$ cat src/sv/assert_macros.svh
// Assertion macros shared by the RTL of the PLL setting search block.
// No dependencies; the bodies are empty when SYNTHESIS is defined.
`ifndef ASSERT_MACROS_SVH
`define ASSERT_MACROS_SVH

`ifndef SYNTHESIS
`define ASSERT_IMPL(lbl, clk, rstn, ante, cons) \
  lbl: assert property (@(posedge clk) disable iff (!rstn) (ante) |-> (cons)) \
    else $error("assertion lbl failed");
`define ASSERT_NEXT(lbl, clk, rstn, ante, cons) \
  lbl: assert property (@(posedge clk) disable iff (!rstn) (ante) |=> (cons)) \
    else $error("assertion lbl failed");
`else
`define ASSERT_IMPL(lbl, clk, rstn, ante, cons)
`define ASSERT_NEXT(lbl, clk, rstn, ante, cons)
`endif

`endif

$ cat src/sv/pps_pkg.sv
// Package for the pixel PLL setting search: field widths, search constants
// and status codes. No dependencies.
`default_nettype none

package pps_pkg;

  localparam int PCLK_W    = 18;
  localparam int REF_W     = 16;
  localparam int WORD_W    = 32;
  localparam int STAT_W    = 2;
  localparam int IN_TDATA_W  = 24;
  localparam int OUT_TDATA_W = 32;

  localparam int PPS_MAX_N = 255;

  localparam logic [REF_W-1:0] REF_RESET = 16'd25000;
  localparam logic [REF_W-1:0] REM_LIMIT = 16'd16384;
  localparam int N_START   = 4;
  localparam int N_CAP     = 15;
  localparam int P_START   = 2;
  localparam int P_LAST    = 3;
  localparam int FRAC_SH   = 18;
  localparam int REM_KEEP  = WORD_W - FRAC_SH;
  localparam int FRAC_KEEP = WORD_W - 14;

  localparam logic [STAT_W-1:0] STAT_FOUND = 2'd0;
  localparam logic [STAT_W-1:0] STAT_EXHST = 2'd1;
  localparam logic [STAT_W-1:0] STAT_SLOW  = 2'd2;

endpackage

`default_nettype wire

$ cat src/sv/pixel_pll_setting_search.sv
// Searches PLL divider settings (N, P, M, FRAC) for a wanted pixel clock
// against the programmed reference clock, one request at a time. Each trial
// passes the multiply state (S_MUL) and the M <= 1 check (S_CHK); a trial with M > 1
// adds one pass of the shared restoring divider (DW = 32 at the default MAX_N)
// plus the decision state (S_DEC), and a successful search adds one more
// divider pass for FRAC and the output state (S_OUT) that loads the result.
// The divider-bound path runs at most 13 divider trials. The longest search
// raises N past 15 both before and after P is raised. in_tready is high
// only between requests.
// Depends on pps_pkg and assert_macros.svh.
`default_nettype none
`include "assert_macros.svh"

module pixel_pll_setting_search #(
  parameter int MAX_N = pps_pkg::PPS_MAX_N
) (
  input  wire                              clk,
  input  wire                              rst_n,
  input  wire                              in_tvalid,
  output logic                             in_tready,
  input  wire  [pps_pkg::IN_TDATA_W-1:0]   in_tdata,   // [17:0] pixel_clock_khz
  output logic                             out_tvalid,
  input  wire                              out_tready,
  output logic [pps_pkg::OUT_TDATA_W-1:0]  out_tdata,  // [31:0] pll_word
  output logic [pps_pkg::STAT_W-1:0]       out_tuser,  // [1:0] status
  input  wire                              cfg_wr_en,
  input  wire  [pps_pkg::REF_W-1:0]        cfg_wr_data // [15:0] ref_clock_khz
);
  import pps_pkg::*;

  localparam int NW  = $clog2(MAX_N + 1);
  localparam int MW  = PCLK_W + NW;
  localparam int PW  = MW + 3;
  localparam int DW  = (PW > WORD_W) ? PW : WORD_W;
  localparam int CW  = $clog2(DW);

  localparam logic [2:0] S_IDLE = 3'd0;
  localparam logic [2:0] S_MUL  = 3'd1;
  localparam logic [2:0] S_CHK  = 3'd2;
  localparam logic [2:0] S_DIV  = 3'd3;
  localparam logic [2:0] S_DEC  = 3'd4;
  localparam logic [2:0] S_OUT  = 3'd5;

  logic [2:0]        state_r, state_nxt;
  logic [REF_W-1:0]  cfg_ref_r;
  logic              fphase_r, fphase_nxt;
  logic [CW-1:0]     cnt_r, cnt_nxt;
  logic              out_tvalid_r, out_tvalid_nxt;

  logic [PCLK_W-1:0] pclk_r, pclk_nxt;
  logic [NW-1:0]     n_r, n_nxt;
  logic [2:0]        p_r, p_nxt;
  logic [PW-1:0]     prod_r, prod_nxt;
  logic [DW-1:0]     dvd_r, dvd_nxt;
  logic [REF_W-1:0]  rmd_r, rmd_nxt;
  logic [WORD_W-1:0] m_r, m_nxt;
  logic [FRAC_KEEP-1:0] frac_r, frac_nxt;
  logic [STAT_W-1:0] stat_r, stat_nxt;
  logic [WORD_W-1:0] out_tdata_r, out_tdata_nxt;
  logic [STAT_W-1:0] out_tuser_r, out_tuser_nxt;

  logic [REF_W-1:0]  ref_eff;
  logic [MW-1:0]     mul;
  logic [REF_W:0]    trial;
  logic [REF_W:0]    diff;
  logic              ge;
  logic [WORD_W-1:0] word_sum;

  assign ref_eff  = (cfg_ref_r == '0) ? REF_W'(1) : cfg_ref_r;
  assign mul      = MW'(pclk_r) * MW'(n_r);
  assign trial    = {rmd_r, dvd_r[DW-1]};
  assign diff     = trial - {1'b0, ref_eff};
  assign ge       = (trial >= {1'b0, ref_eff});
  assign word_sum = {frac_r, 14'd0} + (WORD_W'(p_r) << 12) + (WORD_W'(n_r) << 8) + m_r;

  assign in_tready  = (state_r == S_IDLE);
  assign out_tvalid = out_tvalid_r;
  assign out_tdata  = out_tdata_r;
  assign out_tuser  = out_tuser_r;

  always_comb begin
    state_nxt      = state_r;
    fphase_nxt     = fphase_r;
    cnt_nxt        = cnt_r;
    out_tvalid_nxt = out_tvalid_r;
    pclk_nxt       = pclk_r;
    n_nxt          = n_r;
    p_nxt          = p_r;
    prod_nxt       = prod_r;
    dvd_nxt        = dvd_r;
    rmd_nxt        = rmd_r;
    m_nxt          = m_r;
    frac_nxt       = frac_r;
    stat_nxt       = stat_r;
    out_tdata_nxt  = out_tdata_r;
    out_tuser_nxt  = out_tuser_r;

    if (out_tvalid_r && out_tready) begin
      out_tvalid_nxt = 1'b0;
    end

    case (state_r)
      S_IDLE: begin
        if (in_tvalid) begin
          pclk_nxt  = in_tdata[PCLK_W-1:0];
          n_nxt     = NW'(N_START);
          p_nxt     = 3'(P_START);
          frac_nxt  = '0;
          m_nxt     = '0;
          stat_nxt  = STAT_FOUND;
          state_nxt = S_MUL;
        end
      end
      S_MUL: begin
        prod_nxt  = PW'(mul) << p_r;
        state_nxt = S_CHK;
      end
      S_CHK: begin
        if (prod_r < PW'({ref_eff, 1'b0})) begin
          if (n_r >= NW'(MAX_N)) begin
            stat_nxt  = STAT_SLOW;
            state_nxt = S_OUT;
          end else begin
            n_nxt     = n_r + NW'(1);
            state_nxt = S_MUL;
          end
        end else begin
          dvd_nxt    = DW'(prod_r);
          rmd_nxt    = '0;
          cnt_nxt    = CW'(DW - 1);
          fphase_nxt = 1'b0;
          state_nxt  = S_DIV;
        end
      end
      S_DIV: begin
        rmd_nxt = ge ? diff[REF_W-1:0] : trial[REF_W-1:0];
        dvd_nxt = {dvd_r[DW-2:0], ge};
        cnt_nxt = cnt_r - CW'(1);
        if (cnt_r == '0) begin
          if (fphase_r) begin
            frac_nxt  = dvd_nxt[FRAC_KEEP-1:0];
            state_nxt = S_OUT;
          end else begin
            state_nxt = S_DEC;
          end
        end
      end
      S_DEC: begin
        m_nxt = dvd_r[WORD_W-1:0];
        if (rmd_r > REM_LIMIT) begin
          if (n_r < NW'(N_CAP)) begin
            n_nxt     = n_r + NW'(1);
            state_nxt = S_MUL;
          end else begin
            n_nxt = NW'(N_CAP);
            p_nxt = p_r + 3'd1;
            if (p_r == 3'(P_LAST)) begin
              stat_nxt  = STAT_EXHST;
              state_nxt = S_OUT;
            end else begin
              state_nxt = S_MUL;
            end
          end
        end else begin
          dvd_nxt    = DW'({rmd_r[REM_KEEP-1:0], FRAC_SH'(0)});
          rmd_nxt    = '0;
          cnt_nxt    = CW'(DW - 1);
          fphase_nxt = 1'b1;
          state_nxt  = S_DIV;
        end
      end
      S_OUT: begin
        if (!out_tvalid_r || out_tready) begin
          out_tvalid_nxt = 1'b1;
          out_tdata_nxt  = (stat_r == STAT_SLOW) ? '0 : word_sum;
          out_tuser_nxt  = stat_r;
          state_nxt      = S_IDLE;
        end
      end
      default: begin
        state_nxt = S_IDLE;
      end
    endcase
  end

  always_ff @(posedge clk) begin
    if (!rst_n) begin
      state_r      <= S_IDLE;
      cfg_ref_r    <= REF_RESET;
      fphase_r     <= 1'b0;
      cnt_r        <= '0;
      out_tvalid_r <= 1'b0;
    end else begin
      state_r      <= state_nxt;
      fphase_r     <= fphase_nxt;
      cnt_r        <= cnt_nxt;
      out_tvalid_r <= out_tvalid_nxt;
      if (cfg_wr_en) begin
        cfg_ref_r <= cfg_wr_data;
      end
    end
  end

  always_ff @(posedge clk) begin
    pclk_r      <= pclk_nxt;
    n_r         <= n_nxt;
    p_r         <= p_nxt;
    prod_r      <= prod_nxt;
    dvd_r       <= dvd_nxt;
    rmd_r       <= rmd_nxt;
    m_r         <= m_nxt;
    frac_r      <= frac_nxt;
    stat_r      <= stat_nxt;
    out_tdata_r <= out_tdata_nxt;
    out_tuser_r <= out_tuser_nxt;
  end

  `ASSERT_NEXT(a_start_mul, clk, rst_n, in_tvalid && in_tready, state_r == S_MUL)
  `ASSERT_IMPL(a_trial_range, clk, rst_n, state_r == S_MUL, p_r <= 3'(P_LAST) && n_r <= NW'(MAX_N))
  `ASSERT_NEXT(a_div_ends, clk, rst_n, state_r == S_DIV && cnt_r == '0, state_r != S_DIV)
  `ASSERT_IMPL(a_slow_zero, clk, rst_n, out_tvalid_r && out_tuser_r == STAT_SLOW, out_tdata_r == '0)
  `ASSERT_NEXT(a_out_wait, clk, rst_n, state_r == S_OUT && out_tvalid_r && !out_tready, state_r == S_OUT)

endmodule

`default_nettype wire

$ cat config.mk
export PLATFORM = sky130hd
export DESIGN_NAME = pixel_pll_setting_search
export DESIGN_NICKNAME = d
export VERILOG_FILES = /design/src/sv/pps_pkg.sv /design/src/sv/pixel_pll_setting_search.sv
export VERILOG_INCLUDE_DIRS = /design/src /design/src/sv
export SDC_FILE = /design/constraint.sdc
export NUM_CORES = 1
export LEC_CHECK = 0
export ABC_AREA = 1
export BUFFER_PORTS_ARGS = -buffer_cell sky130_fd_sc_hd__buf_2
export CAP_MARGIN = 20
export CORE_UTILIZATION = 55
export CTS_CLUSTER_DIAMETER = 100
export DETAILED_ROUTE_END_ITERATION = 16
export GPL_ROUTABILITY_DRIVEN = 0
export PLACE_DENSITY = 0.74
export SKIP_CTS_REPAIR_TIMING = 1
export SYNTH_ARGS = -nofsm -noshare
export SYNTH_HDL_FRONTEND = slang
export SYNTH_SLANG_ARGS = --single-unit
export TNS_END_PERCENT = 1
$ cat constraint.sdc
create_clock -name clk -period 8.4 [get_ports clk]
set_clock_uncertainty 0.1 [all_clocks]
set_input_delay 1.68 -clock clk [delete_from_list [all_inputs] [get_ports clk]]
set_output_delay 1.68 -clock clk [all_outputs]
set_load 0.05 [all_outputs]
# Word level (Yosys, flattened, before mapping)
# Index checks and enable logic that the tools add are counted.
# word_totals
word_cells	120
register_bits	218
# op_classes
muxes	50
reduce_logical	21
shift	1
magnitude_cmp	5
n_eq_ne	19
addsub	7
mul	1
# op_table
op	n
$mux W32	3
$pmux W32 S3	1
$mux W16	4
$pmux W32 S2	1
$mux W18	3
$pmux W16 S3	1
$mux W8	5
$pmux W18 S2	1
$mux W3	11
$add A32 B15 Y32	1
$add A32 B16 Y32	1
$add A32 B32 Y32	1
$lt A29 B17 Y1	1
$shl A26 B3 Y29	1
$mul A18 B8 Y26	1
$ne A2 B2 Y1 const B	12
$pmux W8 S3	1
$pmux W3 S6	1
$ge A17 B16 Y1	1
$gt A16 B15 Y1 const B	1
$logic_not A16 Y1	1
$sub A16 B16 Y16	1
$pmux W5 S3	1
$mux W2	6
other kinds (26)	43

# Logic depth before layout (Yosys ltp)
# depth
depth_word	6
ltp_mapped	27

# Worst setup path before layout
# No wires, ideal clock.
# synth_path
path_kind	flip-flop to flip-flop
start	reg n_r[7]
end	reg prod_r[16], data pin
arrival_ns	4.658
stages_incl_launch_ff	20
period_less_slack_ns	5.023
t_required_ns	8.035
path_slack_ns	3.377
cell_sequence	edfxtp_1 clkbuf_1 buf_1 nand2_1 fa_1 fa_1 inv_1 fa_1 inv_1 fa_1 inv_1 ha_1 a21oi_1 a21boi_2 o21ai_2 or2_1 nand3_1 nand3_1 nand3_1 o21ai_1
# synth_between
elab_chain_len	2
# synth_rtl
element	line	text
start, declared	pixel_pll_setting_search.sv:51	logic [NW-1:0] n_r, n_nxt;
start signal, assigned	pixel_pll_setting_search.sv:206	n_r <= n_nxt;
$mul A18 B8 Y26	pixel_pll_setting_search.sv:70	assign mul = MW'(pclk_r) * MW'(n_r);
$shl A26 B3 Y29	pixel_pll_setting_search.sv:115	prod_nxt = PW'(mul) << p_r;
end signal, assigned	pixel_pll_setting_search.sv:208	prod_r <= prod_nxt;
end, declared	pixel_pll_setting_search.sv:53	logic [PW-1:0] prod_r, prod_nxt;
# No other way between the ends.
# A chain may end at the register's enable or synchronous reset.

# Worst setup path after layout
# layout_path
start	reg n_r[7]
end	reg prod_r[20], data pin
# Same word-level chain as after synthesis.

==> flow_metrics.tcl <==
set metrics [dict create \
    crit_top_cell "nand2_1" \
    cp_top_family "adder cells" \
    pre_cts_ws_ns 2.80 \
    synthFlopType "edfxtp_1" \
    report.final.slew_viol_count 0 \
    fin_crit_ns 5.71 \
    dieArea_sq_um 31500 \
    io_buffers 74 \
    vias 13300 \
    first_pass_iters 5 \
    drive_gt1_frac 0.0751 \
    drt_wl_total_mm 38.3 \
    placementRows 63 \
    setup_slack_ns 2.69 \
    vias_per_cell 5.47 \
    syn_area_sq_um 16900 \
    max_freq_ghz 0.175 \
    place_inst 2380 \
    grt_pass1_wl_mm 64.1 \
    synth_warnings 0 \
    tightest_slew_ns 1.07 \
    rsz0062_at_grt "no" \
    synth_nets 2271 \
    diodes 0 \
    clkLatencyLatePin_ns 0.56 \
    synth-xor-area-share 0.0150 \
    required_ns 8.59 \
    final_common_cell "inv_1" \
    r2r-start "n_r[7]$_SDFFCE_PN0P_" \
    fin_crit_sh 0.680 \
    finalHoldViolCount 0 \
    end_kind "register" \
    syn2layout_area_growth_pct 8.50 \
    slew_headroom 0.284 \
    grt_pass1_vias 13300 \
    dieHeight_microns 178 \
    crit_slowest_cell "edfxtp_1" \
    cp-startpoint "n_r[7]$_SDFFCE_PN0P_" \
    synth_compound_area_frac 0.107 \
    antenna_found_initial 0 \
    synth_seq_area_share 0.371 \
    grt_overflow_total 0 \
    wl_per_cell_microns 15.8 \
    critPathLaunchType "register" \
    synthArstFlopShare 0 \
    hp-class "register to register" \
    cpPeakStageDelay_ns 1.03 \
    crit_arrival_ns 5.90 \
    grt_start_max_net_pins 55 \
    hold_path_startpoint "stat_r[1]$_SDFFCE_PN0P_" \
    clock_tree.root_cell "clkbuf_16" \
    status "complete, no violations" \
    path_cells "nand2_1 > fa_1 > fa_1 > inv_1 > fa_1 > inv_1 > fa_1 > inv_1 > ha_1 > nand2_1 > o21ai_1 > a21oi_2 > o21ai_2 > nand3_1 > nand2_1 > nand2_1 > nand3_1 > nand3_1 > nand3_1 > nand2_1" \
    drc 0 \
    netlist_instances 1980 \
    synth_adder_area_share 0.227 \
    instances_no_fill 2426 \
    htreeDepth 1 \
    drtIter0Drc 1036 \
    initial_core_util 0.566 \
    max_cap_viol_count 0 \
    clk_pin_slew_ns 0.06 \
    layout_common_cells "inv_1 (384), nand2_1 (378), edfxtp_1 (192)" \
    synth-simple-area-share 0.174 \
    critPathBufInv 3 \
    synth_seq_cells 218 \
    setup_violations 0 \
    coreArea_sq_um 30000 \
    yosysUniqueCellTypes 54 \
    crit_type "register to register" \
    cts_tree "yes" \
    nets 2309 \
    cts_buffers 25 \
    hpwl_mm 29.4 \
    cts_sinks 218 \
    cts_buffer_depth 3 \
    detail-route-antenna-nets 0 \
    synthMuxAreaShare 0.00118 \
    die_w_microns 178 \
    io_pins 81 \
    syn_area_per_cell_sq_um 8.56 \
    tns_ns 0 \
    synth-edff-count 192 \
    crit_fanout 22 \
    synth_top_family_by_area "adder cells" \
    grt_usage 0.256 \
]
-- layout make-up --
cell class | instances | area, sq um
clock buffers | 30 | 654
multi-input cells | 1300 | 8900
inverters | 389 | 1460
repair buffers | 84 | 463
flip-flops and latches | 218 | 6290
well taps | 390 | 488
clock inverters | 15 | 135
fillers | 2581 | 11600
-- state kept, by name, summed over array words and instances (netlist names), 3 cells and up --
signal and count:
cfg_ref_r 16, cnt_r 5, dvd_r 32, frac_r 18, m_r 32, n_r 8
out_tdata 32, p_r 3, pclk_r 18, prod_r 29, rmd_r 16, state_r 3
-- synth_stat cells (all sizes together) (12+ instances only) --
cell type / number / area, sq um
ha: 143 / 1790
dfxtp: 26 / 521
xor2: 12 / 105
inv: 388 / 1460
a21oi: 130 / 673
xnor2: 17 / 149
clkbuf: 48 / 193
nand3: 112 / 566
buf: 25 / 123
o21ai: 127 / 654
nor3: 17 / 85.1
nor2: 150 / 563
edfxtp: 192 / 5770
nand2: 383 / 1450
fa: 103 / 2060
-- worst paths after layout --
path	cells past startpoint	to	slack, ns
worst max-delay path	20	prod_r[20]$_DFFE_PP_	2.69
worst min-delay path	0	out_tuser[1]$_DFFE_PP_	0.39
worst max register to register	20	prod_r[20]$_DFFE_PP_	2.69
worst min register to register	0	out_tuser[1]$_DFFE_PP_	0.39
-- cells by family (layout without fill, tap and decap cells) --
group | after synthesis | count (layout)
simple gates | 704 | 704
buf+inv | 462 | 518
compound gates | 319 | 319
fa+ha+maj | 246 | 246
flops | 218 | 218
xor+xnor | 29 | 29
mux | 2 | 2
-- per-layer routing --
layer | global-route usage | up-vias | part of all wire
met3 | 0.0358 | 107 | 0.065
met1 | 0.337 | 6192 | 0.43
met2 | 0.429 | 467 | 0.46
met4 | 0.0979 | 0 | 0.038
met5 | 0 | - | 0
li1 | - | 6502 | -
-- stage by stage --
stage / hold slack (ns) / util / instance area (sq um)
finish: 0.392 / 0.614 / 18400
global route: 0.407 / 0.614 / 18400
floorplan: 0.326 / - / 16900
CTS: 0.387 / 0.613 / 18400
detailed placement: 0.370 / 0.587 / 17600
global placement: 0.363 / 0.587 / 17600
Power is left out: the tool's default activity adds up to more than one toggle a clock period on the data nets, which glitch-free logic cannot reach.
